===== config.mk =====
export PLATFORM = sky130hd
export DESIGN_NAME = run_length_byte_encoder
export DESIGN_NICKNAME = d
export VERILOG_FILES = /design/src/rtl/rlbe_pkg.sv /design/src/rtl/run_length_byte_encoder.sv /design/src/rtl/rlbe_buf_ram.sv
export SDC_FILE = /design/constraint.sdc
export NUM_CORES = 1
export LEC_CHECK = 0
export BUFFER_PORTS_ARGS = -buffer_cell sky130_fd_sc_hd__clkbuf_2
export CORE_MARGIN = 5
export CORE_UTILIZATION = 50
export DETAILED_ROUTE_END_ITERATION = 12
export GPL_TIMING_DRIVEN = 0
export PLACE_DENSITY_LB_ADDON = 0.05
export RECOVER_POWER = 100
export SYNTH_ARGS = -nofsm -noshare
export SYNTH_HDL_FRONTEND = slang
export SYNTH_HIERARCHICAL = 1
export SYNTH_SLANG_ARGS = --single-unit

===== constraint.sdc =====
create_clock -name i_clk -period 5 [get_ports i_clk]
set_input_delay 0.25 -clock i_clk [delete_from_list [all_inputs] [get_ports i_clk]]
set_output_delay 0.25 -clock i_clk [all_outputs]
set_load 0.05 [all_outputs]

===== src/rtl/rlbe_pkg.sv =====
package rlbe_pkg;

    // Longest run or literal group before it is closed.
    localparam int MAX_RUN   = 32;
    // A run of two may take a third byte before it closes, so one spare entry.
    localparam int BUF_DEPTH = MAX_RUN + 1;
    localparam int ADDR_W    = $clog2(BUF_DEPTH);
    localparam int CNT_W     = $clog2(BUF_DEPTH + 1);
    localparam int BYTE_W    = 8;

    // A literal control byte is this base plus the number of literal bytes.
    localparam logic [BYTE_W-1:0] LIT_BASE = 8'd127;

    typedef logic [BYTE_W-1:0] t_byte;
    typedef logic [CNT_W-1:0]  t_count;
    typedef logic [ADDR_W-1:0] t_addr;

    typedef struct packed {
        logic  wr_en;
        t_addr wr_addr;
        t_byte wr_data;
        logic  rd_en;
        t_addr rd_addr;
    } t_ram_req;

    typedef enum logic [2:0] {
        ST_IDLE,
        ST_DECIDE,
        ST_CTRL,
        ST_LIT,
        ST_DATA
    } t_state;

endpackage


===== src/rtl/run_length_byte_encoder.sv =====
// Channel   Direction  Handshake            Payload
// input     in         i_valid / o_stall    i_data_byte, i_final_byte
// output    out        o_valid / i_stall    o_out_byte, o_is_control,
//                                           o_last_of_item, o_stream_done
//
// An input byte is accepted, then decided on; each output byte that it produces
// is then loaded from a sequencer state (control, then literal or data bytes).
// This is set by the single output register and the one read port of the run
// buffer memory, which delivers one literal byte per cycle unless the output stalls.
// Reset (synchronous, active low) clears the fill count, the repeat flag, the
// sequencer and the output valid; the buffer memory is not cleared.
// An output stall only holds the sequencer; o_stall is high while an input byte
// is still being encoded, and the final output byte may wait in the output
// register while the next input transfer is taken.

module run_length_byte_encoder (
    input  logic       i_clk,
    input  logic       i_rst_n,

    input  logic       i_valid,
    output logic       o_stall,
    input  logic [7:0] i_data_byte,
    input  logic       i_final_byte,

    output logic       o_valid,
    input  logic       i_stall,
    output logic [7:0] o_out_byte,
    output logic       o_is_control,
    output logic       o_last_of_item,
    output logic       o_stream_done
);

    // Sequencer and stream state.
    rlbe_pkg::t_state   r_state, n_state;
    rlbe_pkg::t_count   r_fill;
    logic               r_rep;

    // The newest byte and the one before it. While a run is held, every
    // buffered byte equals these, so runs never need a memory read.
    rlbe_pkg::t_byte    r_last, r_prev;
    logic               r_fin;

    // Up to two output groups per input byte: the one closed by the new byte,
    // then the end-of-stream flush. Each is a control byte followed by either
    // one data byte or a literal stretch read from the buffer starting at 0.
    logic               r_g1_lit, r_g2_on, r_g2_lit;
    rlbe_pkg::t_byte    r_g1_ctrl, r_g2_ctrl;
    rlbe_pkg::t_count   r_g1_len, r_g2_len;
    logic               r_grp, n_grp;
    rlbe_pkg::t_count   r_idx, n_idx;

    // Output register.
    logic               r_out_valid, n_out_valid;
    rlbe_pkg::t_byte    r_out_byte, n_out_byte;
    logic               r_out_ctrl, n_out_ctrl;
    logic               r_out_last, n_out_last;
    logic               r_out_done, n_out_done;
    logic               out_load, out_free;

    // Decision made in the decide cycle.
    logic               p_eq, p_full, p_rep, p_fix;
    rlbe_pkg::t_count   p_fill;
    logic               p_g1_on, p_g1_lit, p_g2_on, p_g2_lit;
    rlbe_pkg::t_byte    p_g1_ctrl, p_g2_ctrl;
    rlbe_pkg::t_count   p_g1_len, p_g2_len;

    logic               take_in;
    logic               cur_lit, final_grp, lit_end;
    rlbe_pkg::t_byte    cur_ctrl, cur_data;
    rlbe_pkg::t_count   cur_len;

    rlbe_pkg::t_ram_req ram_req;
    rlbe_pkg::t_byte    ram_rd_data;

    rlbe_buf_ram u_buf (
        .i_clk     (i_clk),
        .i_req     (ram_req),
        .o_rd_data (ram_rd_data)
    );

    assign o_stall  = (r_state != rlbe_pkg::ST_IDLE);
    assign take_in  = i_valid && !o_stall;
    assign out_free = !r_out_valid || !i_stall;

    assign cur_lit   = r_grp ? r_g2_lit  : r_g1_lit;
    assign cur_ctrl  = r_grp ? r_g2_ctrl : r_g1_ctrl;
    assign cur_len   = r_grp ? r_g2_len  : r_g1_len;
    // A closed run carries the older byte; a flushed run carries the newest.
    assign cur_data  = r_grp ? r_last    : r_prev;
    assign final_grp = r_grp || !r_g2_on;
    assign lit_end   = ((r_idx + rlbe_pkg::t_count'(1)) == cur_len);

    // Encoding decision. At this point r_fill already counts the new byte.
    always_comb begin
        p_eq      = (r_last == r_prev);
        p_full    = (r_fill >= rlbe_pkg::t_count'(rlbe_pkg::MAX_RUN));
        p_fill    = r_fill;
        p_rep     = r_rep;
        p_fix     = 1'b0;
        p_g1_on   = 1'b0;
        p_g1_lit  = 1'b0;
        p_g1_ctrl = '0;
        p_g1_len  = '0;
        p_g2_on   = 1'b0;
        p_g2_lit  = 1'b0;
        p_g2_ctrl = '0;
        p_g2_len  = '0;

        if (r_fill >= rlbe_pkg::t_count'(2)) begin
            if (r_rep) begin
                // A run ends when the new byte differs or the run is full. The
                // new byte becomes the sole buffered byte.
                if (!p_eq || p_full) begin
                    p_g1_on   = 1'b1;
                    p_g1_ctrl = rlbe_pkg::BYTE_W'(r_fill - rlbe_pkg::t_count'(1));
                    p_fill    = rlbe_pkg::t_count'(1);
                    p_rep     = 1'b0;
                    p_fix     = 1'b1;
                end
            end else if (p_eq) begin
                // Two equal bytes start a run; whatever came before them goes
                // out as literals. The buffer head is not rewritten here since
                // a run is always emitted from the byte registers.
                p_rep = 1'b1;
                if (r_fill > rlbe_pkg::t_count'(2)) begin
                    p_g1_on   = 1'b1;
                    p_g1_lit  = 1'b1;
                    p_g1_len  = r_fill - rlbe_pkg::t_count'(2);
                    p_g1_ctrl = rlbe_pkg::LIT_BASE
                              + rlbe_pkg::BYTE_W'(r_fill - rlbe_pkg::t_count'(2));
                    p_fill    = rlbe_pkg::t_count'(2);
                end
            end else if (p_full) begin
                // A full buffer of literals goes out whole.
                p_g1_on   = 1'b1;
                p_g1_lit  = 1'b1;
                p_g1_len  = r_fill;
                p_g1_ctrl = rlbe_pkg::LIT_BASE + rlbe_pkg::BYTE_W'(r_fill);
                p_fill    = '0;
            end
        end

        if (r_fin) begin
            if (p_fill != '0) begin
                p_g2_on = 1'b1;
                if (p_rep) begin
                    p_g2_ctrl = rlbe_pkg::BYTE_W'(p_fill);
                end else begin
                    p_g2_lit  = 1'b1;
                    p_g2_len  = p_fill;
                    p_g2_ctrl = rlbe_pkg::LIT_BASE + rlbe_pkg::BYTE_W'(p_fill);
                end
            end
            p_fill = '0;
            p_rep  = 1'b0;
        end
    end

    // Sequencer: next state, buffer accesses and output register loads.
    always_comb begin
        n_state         = r_state;
        n_grp           = r_grp;
        n_idx           = r_idx;
        out_load        = 1'b0;
        n_out_byte      = r_out_byte;
        n_out_ctrl      = r_out_ctrl;
        n_out_last      = r_out_last;
        n_out_done      = r_out_done;
        ram_req.wr_en   = 1'b0;
        ram_req.wr_addr = r_fill[rlbe_pkg::ADDR_W-1:0];
        ram_req.wr_data = i_data_byte;
        ram_req.rd_en   = 1'b0;
        ram_req.rd_addr = '0;

        case (r_state)
            rlbe_pkg::ST_IDLE: begin
                if (take_in) begin
                    ram_req.wr_en = 1'b1;
                    n_state       = rlbe_pkg::ST_DECIDE;
                end
            end

            rlbe_pkg::ST_DECIDE: begin
                // When a run closes, the new byte moves to the buffer head.
                ram_req.wr_en   = p_fix;
                ram_req.wr_addr = '0;
                ram_req.wr_data = r_last;
                if (p_g1_on) begin
                    n_grp   = 1'b0;
                    n_state = rlbe_pkg::ST_CTRL;
                end else if (p_g2_on) begin
                    n_grp   = 1'b1;
                    n_state = rlbe_pkg::ST_CTRL;
                end else begin
                    n_state = rlbe_pkg::ST_IDLE;
                end
            end

            rlbe_pkg::ST_CTRL: begin
                // Prefetch the first literal while the control byte waits.
                ram_req.rd_en = 1'b1;
                if (out_free) begin
                    out_load   = 1'b1;
                    n_out_byte = cur_ctrl;
                    n_out_ctrl = 1'b1;
                    n_out_last = 1'b0;
                    n_out_done = 1'b0;
                    n_idx      = '0;
                    n_state    = cur_lit ? rlbe_pkg::ST_LIT : rlbe_pkg::ST_DATA;
                end
            end

            rlbe_pkg::ST_LIT: begin
                if (out_free) begin
                    out_load        = 1'b1;
                    n_out_byte      = ram_rd_data;
                    n_out_ctrl      = 1'b0;
                    n_out_last      = lit_end && final_grp;
                    n_out_done      = lit_end && final_grp && r_fin;
                    n_idx           = r_idx + rlbe_pkg::t_count'(1);
                    ram_req.rd_en   = !lit_end;
                    ram_req.rd_addr = rlbe_pkg::ADDR_W'(r_idx + rlbe_pkg::t_count'(1));
                    if (lit_end) begin
                        n_grp   = 1'b1;
                        n_state = final_grp ? rlbe_pkg::ST_IDLE : rlbe_pkg::ST_CTRL;
                    end
                end
            end

            rlbe_pkg::ST_DATA: begin
                if (out_free) begin
                    out_load   = 1'b1;
                    n_out_byte = cur_data;
                    n_out_ctrl = 1'b0;
                    n_out_last = final_grp;
                    n_out_done = final_grp && r_fin;
                    n_grp      = 1'b1;
                    n_state    = final_grp ? rlbe_pkg::ST_IDLE : rlbe_pkg::ST_CTRL;
                end
            end

            default: begin
                n_state = rlbe_pkg::ST_IDLE;
            end
        endcase

        n_out_valid = out_load || (r_out_valid && i_stall);
    end

    always_ff @(posedge i_clk) begin
        if (!i_rst_n) begin
            r_state     <= rlbe_pkg::ST_IDLE;
            r_fill      <= '0;
            r_rep       <= 1'b0;
            r_out_valid <= 1'b0;
        end else begin
            r_state     <= n_state;
            r_out_valid <= n_out_valid;
            if (take_in) begin
                r_fill <= r_fill + rlbe_pkg::t_count'(1);
            end else if (r_state == rlbe_pkg::ST_DECIDE) begin
                r_fill <= p_fill;
                r_rep  <= p_rep;
            end
        end
    end

    always_ff @(posedge i_clk) begin
        if (take_in) begin
            r_last <= i_data_byte;
            r_prev <= r_last;
            r_fin  <= i_final_byte;
        end
        if (r_state == rlbe_pkg::ST_DECIDE) begin
            r_g1_lit  <= p_g1_lit;
            r_g1_ctrl <= p_g1_ctrl;
            r_g1_len  <= p_g1_len;
            r_g2_on   <= p_g2_on;
            r_g2_lit  <= p_g2_lit;
            r_g2_ctrl <= p_g2_ctrl;
            r_g2_len  <= p_g2_len;
        end
        r_grp <= n_grp;
        r_idx <= n_idx;
        if (out_load) begin
            r_out_byte <= n_out_byte;
            r_out_ctrl <= n_out_ctrl;
            r_out_last <= n_out_last;
            r_out_done <= n_out_done;
        end
    end

    assign o_valid        = r_out_valid;
    assign o_out_byte     = r_out_byte;
    assign o_is_control   = r_out_ctrl;
    assign o_last_of_item = r_out_last;
    assign o_stream_done  = r_out_done;

    // Every accepted byte is followed by exactly one decide cycle.
    a_take_then_decide: assert property (@(posedge i_clk) disable iff (!i_rst_n)
        take_in |=> (r_state == rlbe_pkg::ST_DECIDE))
        else $error("accepted byte not followed by decide cycle");

    // Between items the buffer never holds more than a full group.
    a_fill_bound: assert property (@(posedge i_clk) disable iff (!i_rst_n)
        (r_state == rlbe_pkg::ST_IDLE)
            |-> (r_fill <= rlbe_pkg::t_count'(rlbe_pkg::MAX_RUN)))
        else $error("run buffer fill count out of range");

    // The literal read index stays inside the group being sent.
    a_lit_index: assert property (@(posedge i_clk) disable iff (!i_rst_n)
        (r_state == rlbe_pkg::ST_LIT) |-> (r_idx < cur_len))
        else $error("literal index beyond group length");

    // End of stream is only flagged on the last byte of an item.
    a_done_is_last: assert property (@(posedge i_clk) disable iff (!i_rst_n)
        (o_valid && o_stream_done) |-> o_last_of_item)
        else $error("stream end without last-of-item");

endmodule


===== src/rtl/rlbe_buf_ram.sv =====
module rlbe_buf_ram (
    input  logic                i_clk,
    input  rlbe_pkg::t_ram_req  i_req,
    output rlbe_pkg::t_byte     o_rd_data
);

    rlbe_pkg::t_byte r_mem [rlbe_pkg::BUF_DEPTH];
    rlbe_pkg::t_byte r_rd_data;

    // Read data is registered and holds while no read is issued.
    always_ff @(posedge i_clk) begin
        if (i_req.wr_en) begin
            r_mem[i_req.wr_addr] <= i_req.wr_data;
        end
        if (i_req.rd_en) begin
            r_rd_data <= r_mem[i_req.rd_addr];
        end
    end

    assign o_rd_data = r_rd_data;

endmodule


==> results of run 1 <==
## synth_stat cells, types with 14 or more instances
cell      number  area [um^2]
edfxtp_1     338        10150
mux2i_1      154         1541
nor2_1        83        311.6
nand2_1       78        292.8
a21oi_1       38        190.2
a22oi_1       34        255.2
clkbuf_1      27        101.4
nand3_1       20        100.1
o21ai_0       18        90.09
a22o_1        17        148.9
nor3_1        14        70.07
## metal layers
| layer | wire (um) | share of wire | vias up |
|---|---|---|---|
| met3 | 3166 | 0.079 | 63 |
| met5 | 0 | 0 | - |
| met2 | 17570 | 0.44 | 349 |
| met1 | 18510 | 0.46 | 4696 |
| met4 | 955 | 0.024 | 0 |
| li1 | - | - | 4233 |
## cell type report
type,instances,area (um^2),share of cell area
antenna,1,2.502,0.0001450
multi-input combinational,636,4562,0.2644
clock buffer,47,1026,0.05947
inverter,13,48.80,0.002828
clock inverter,21,247.7,0.01436
buffer,53,306.5,0.01777
tap,396,495.5,0.02872
sequential,349,10370,0.6011
timing repair buffer,35,193.9,0.01124
## flip-flops by register name (all words and copies together), names as in the netlist, 3 cells and up
name and count:
o_out_byte 8, r_fill 6, r_g1_ctrl 8, r_g1_len 6, r_g2_ctrl 8, r_g2_len 6
r_idx 6, r_last 8, r_prev 8, r_state 3, u_buf/o_rd_data 8, u_buf/r_mem 264
## where the power goes
group | internal [mW] | leakage [nW] | switching, mW
Sequential | 3.37 | 3.16 | 0.0312
Clock | 1.72 | 0.625 | 1.12
Combinational | 0.123 | 1.78 | 0.390
Total | 5.22 | 5.56 | 1.54
## what timing repair did
action	in CTS	in global routing
hold buffers	9	0
hold endpoints to repair	9	0
endpoints found under the setup margin	0	5
## worst max-delay path, cell delays in order (launching register included)
cell and delay [ns]:
dfxtp_1 0.37, clkbuf_1 0.26, inv_1 0.37, ha_1 0.25
or2b_2 0.32, nand3_1 0.14, o211ai_1 0.24, nand2_1 0.18
nand2_1 0.07, nand2_1 0.24, nor4b_1 0.45, nand2_1 0.18
nor3_1 1.11
## worst paths after layout
check             cells past startpoint  slack, ns                    from                          end
setup / recovery                     12       0.41  r_fill[2]$_SDFFE_PN0P_  u_buf/r_mem[2][6]$_DFFE_PP_
hold / removal                        2       0.10                 i_rst_n       r_fill[5]$_SDFFE_PN0P_
setup reg to reg                     12       0.41  r_fill[2]$_SDFFE_PN0P_  u_buf/r_mem[2][6]$_DFFE_PP_
hold reg to reg                       0       0.53     r_last[7]$_DFFE_PP_          r_prev[7]$_DFFE_PP_
## per-stage QoR
step                      power [mW]  setup slack, ns  setup TNS [ns]    util  area (um^2)
final                          6.757           0.4110               0  0.5670        17250
after detailed placement       3.982           0.2432               0  0.5251        15980
after global routing           6.983          0.08168               0  0.5669        17250
after floorplan                3.777            1.099               0       -        15350
after global placement         3.976          -0.3448          -9.774  0.5248        15970
after CTS                      6.815           0.2327               0  0.5699        17340
## kinds of logic after synthesis
logic type,Yosys count,synth area share
adder cells (fa/ha/maj),11,0.008806
AND/OR/NAND/NOR,259,0.08064
multiplexers,155,0.1014
buffers and inverters,67,0.02340
XOR/XNOR,27,0.01777
other,1,0.0002444
AO/OA/AOI/OAI,182,0.09197
flip-flops,349,0.6757
==> impl_metrics.ini, run 1 <==
[global_route]
gr-usage-met2 = 0.3475
grt_util_met1 = 0.3660
grt.busiest_layer = met1
grt_pass1_vias = 8948
use_met3 = 0.04419
grt_pass1_wl_um = 58910
track_usage = 0.2360
grt_max_degree = 41
gr-total-overflow = 0
antenna_found_initial = 0

[sta]
period_minus_slack_ns = 4.589
hold_violations = 0
finClkSkew_ns = 0.01767
worst_pin_slew_ns = 1.565
finalCritPeriodShare = 0.9178
hold-worst-slack_ns = 0.1042
relSlewSlack = -0.05257
finalMaxSlewViolations = 11
max_freq_mhz = 217.9
setup_viol = 0
grt_setup_unrepaired = false

[placed_design]
dp_cells = 1473
numPortBuffers = 25
gp_congestion = 0.9311
dpl.hpwl_um = 27290

[outcome]
failed_checks = capacitance limit, slew limit
status = finished, violations left

[route]
drc = 0
routed-via-count = 9341
firstDrtPassIters = 5
via_per_inst = 6.023
drt_iter0_drc = 900
ant_nets = 0
wl_um = 40200
wire_per_inst_um = 25.92

[floorplan]
fp.dieW_um = 185.2
io_pins = 26
die_area_um2 = 34300
core_um2 = 30430
start_util = 0.5043
num_rows = 64
fp.dieH_um = 185.2

[pwr]
p_leak_nw = 5.560
powerDensity_nw_per_um2 = 391.7
vdd_drop_max_mv = 0.3194

[cells_and_area]
fillCellCount = 2480
area_growth_pct = 12.43
stdcell_count = 1551
nNetsFinal = 1149
drive_gt1_frac = 0.09185
final_common_cell = edfxtp_1
final_cell_mix = edfxtp_1, mux2i_1, nor2_1

[cts]
cts_resized = 0
clk_pin_slew_worst_paths_ns = 0.06
cts_buffer_depth = 3
cts_root_buf = clkbuf_16
cts_buffers = 38
post-cts-setup-buffers = 0
h-tree-depth = 2
tritoncts = done
clkSinkCount = 349
clock_latency_ns = 0.53

[job]
cap_violations = 1

[critical_path]
arrival_ns = 4.71
cp_max_fo = 10
crit_type = reg -> reg
cp-start-kind = flop
required_ns = 5.13
end_kind = flop

[worst_hold_path]
holdCritPathClass = in -> reg

[yosys]
synth_cells = 1051
synthFlopType = edfxtp_1
yosysWarnings = 6
syn_area_per_cell_um2 = 14.60
yosys_register_bits = 349
async_flop_share = 0
syn_area_um2 = 15350
ys_types = 77
seq_area_frac_synth = 0.6757
synth_edf_count = 338
Note: power is estimated with default switching activity, not from simulation.
==> run 2, diff against run 1 <==
CORE_MARGIN = 10   (was 5)
CORE_UTILIZATION = 63   (was 50)
==> impl_metrics.ini, run 2 (synthesis results as in run 1) <==
[critical_path]
cp_max_fo = 10
cp_slowest_cell = clkbuf_1
path_buf_inv = 5
cp_common_cell = clkbuf_1
crit_type = reg -> reg
required_ns = 5.25
arrival_ns = 5.05
cp-start-kind = flop
end_kind = flop
cpLargestDelayFamily = buffers and inverters
cp_cell_sequence = clkbuf_1 > clkbuf_1 > and2_0 > clkbuf_1 > nand2_1 > nor2_1 > nor2b_1 > clkbuf_2 > clkbuf_1 > a22oi_1 > a21oi_1 > o41ai_2
critPathMaxStageDelay_ns = 0.64

[cts]
clkSinkCount = 349
cts_root_buf = clkbuf_16
h-tree-depth = 2
tritoncts = done
cts_buffer_depth = 3
cts_hold_buf = 9
post-cts-setup-buffers = 0
clock_latency_ns = 0.52
cts_buffers = 36
clk_pin_slew_worst_paths_ns = 0.06
cts_resized = 0

[floorplan]
die_area_um2 = 31000
fp.dieW_um = 176.1
start_util = 0.6347
io_pins = 26
num_rows = 57
core_um2 = 24180
fp.dieH_um = 176.1

[route]
wl_um = 37830
wire_per_inst_um = 25.68
drt_iter0_drc = 1031
drc = 0
ant_nets = 0
routed-via-count = 9377
firstDrtPassIters = 7
via_per_inst = 6.366

[global_route]
track_usage = 0.2425
grt_max_degree = 41
antenna_found_initial = 1
grt_pass1_wl_um = 55830
grt_pass1_vias = 8988
gr-total-overflow = 0

[pwr]
total_power_mw = 6.432
powerDensity_nw_per_um2 = 377.9
p_leak_nw = 5.492
vdd_drop_max_mv = 0.3217

[placed_design]
dp_slack_ns = 0.3976
dpl.hpwl_um = 25680
placed_area_um2 = 15890
numPortBuffers = 25
gp_congestion = 0.9250
dp_cells = 1401

[cells_and_area]
area_growth_pct = 10.91
num_antenna_cells = 0
top_register = u_buf/r_mem
final_cell_mix = edfxtp_1, mux2i_1, nor2_1
fillCellCount = 1648
largest_reg_flops = 264
seqCellArea_um2 = 10370
drive_gt1_frac = 0.09225
multiInputGateArea_um2 = 4582
stdcell_count = 1473
fin_util = 0.7040
nNetsFinal = 1148
fin_area_um2 = 17020
final_common_cell = edfxtp_1

[sta]
period_minus_slack_ns = 4.800
setup_viol = 0
grt_setup_unrepaired = false
relSlewSlack = -0.1026
timing.final.ws_setup_ns = 0.2003
finalCritPeriodShare = 0.9599
hold_violations = 0
finClkSkew_ns = 0.01271
hold-worst-slack_ns = 0.1100
max_freq_mhz = 208.3
finalMaxSlewViolations = 7
worst_pin_slew_ns = 1.639
setup-tns-final_ns = 0

[outcome]
failed_checks = capacitance limit, slew limit
status = finished, violations left

[job]
cap_violations = 1

[worst_hold_path]
holdCritPathClass = in -> reg
[run 2: changes by cell type in the layout (fill, tap and decap cells not counted), sizes merged]
cell | previous run | this run
clkinvlp | 1 | 3
inv | 14 | 11
clkbuf | 104 | 105
bufinv | 5 | 1
clkinv | 14 | 13
diode | 1 | 0
[run 2: worst register-to-register path: cells and delay by family (launching register included)]
kind / cells / cell delay (ns)
compound gates: 3 / 0.90
buf+inv: 5 / 2.02
flops: 1 / 0.31
simple gates: 4 / 1.30
[run 2: worst paths after layout]
path                            depth (start not counted)                      endpoint  slack, ns                         start
worst max-delay path                                   12  u_buf/o_rd_data[7]$_DFFE_PP_       0.20       r_state[0]$_SDFFE_PN0P_
worst min register to register                          2  u_buf/o_rd_data[5]$_DFFE_PP_       0.54  u_buf/r_mem[32][5]$_DFFE_PP_
worst max register to register                         12  u_buf/o_rd_data[7]$_DFFE_PP_       0.20       r_state[0]$_SDFFE_PN0P_
worst min-delay path                                    2       r_state[0]$_SDFFE_PN0P_       0.11                       i_rst_n
[run 2: area by class of cell]
type	count	area share
Multi-Input combinational cell	636	0.2692
Inverter	13	0.002867
Timing Repair Buffer	35	0.01162
Buffer	54	0.01823
Clock inverter	15	0.007131
Tap cell	324	0.02382
Sequential cell	349	0.6093
Clock buffer	47	0.05785
[run 2: per-layer routing]
metal	routed length (um)	part of all wire	up-vias	global-route usage
met5	0	0	-	0
met4	784	0.021	0	0.07029
met3	3936	0.10	64	0.07924
met2	16790	0.44	446	0.3581
met1	16320	0.43	4646	0.3387
li1	-	-	4221	-
[run 2: where the power goes]
| group | leakage [nW] | total (mW) | internal [mW] | switching, mW |
|---|---|---|---|---|
| combinational | 1.80 | 0.515 | 0.125 | 0.390 |
| sequential | 3.16 | 3.41 | 3.37 | 0.0332 |
| clock | 0.531 | 2.51 | 1.45 | 1.07 |
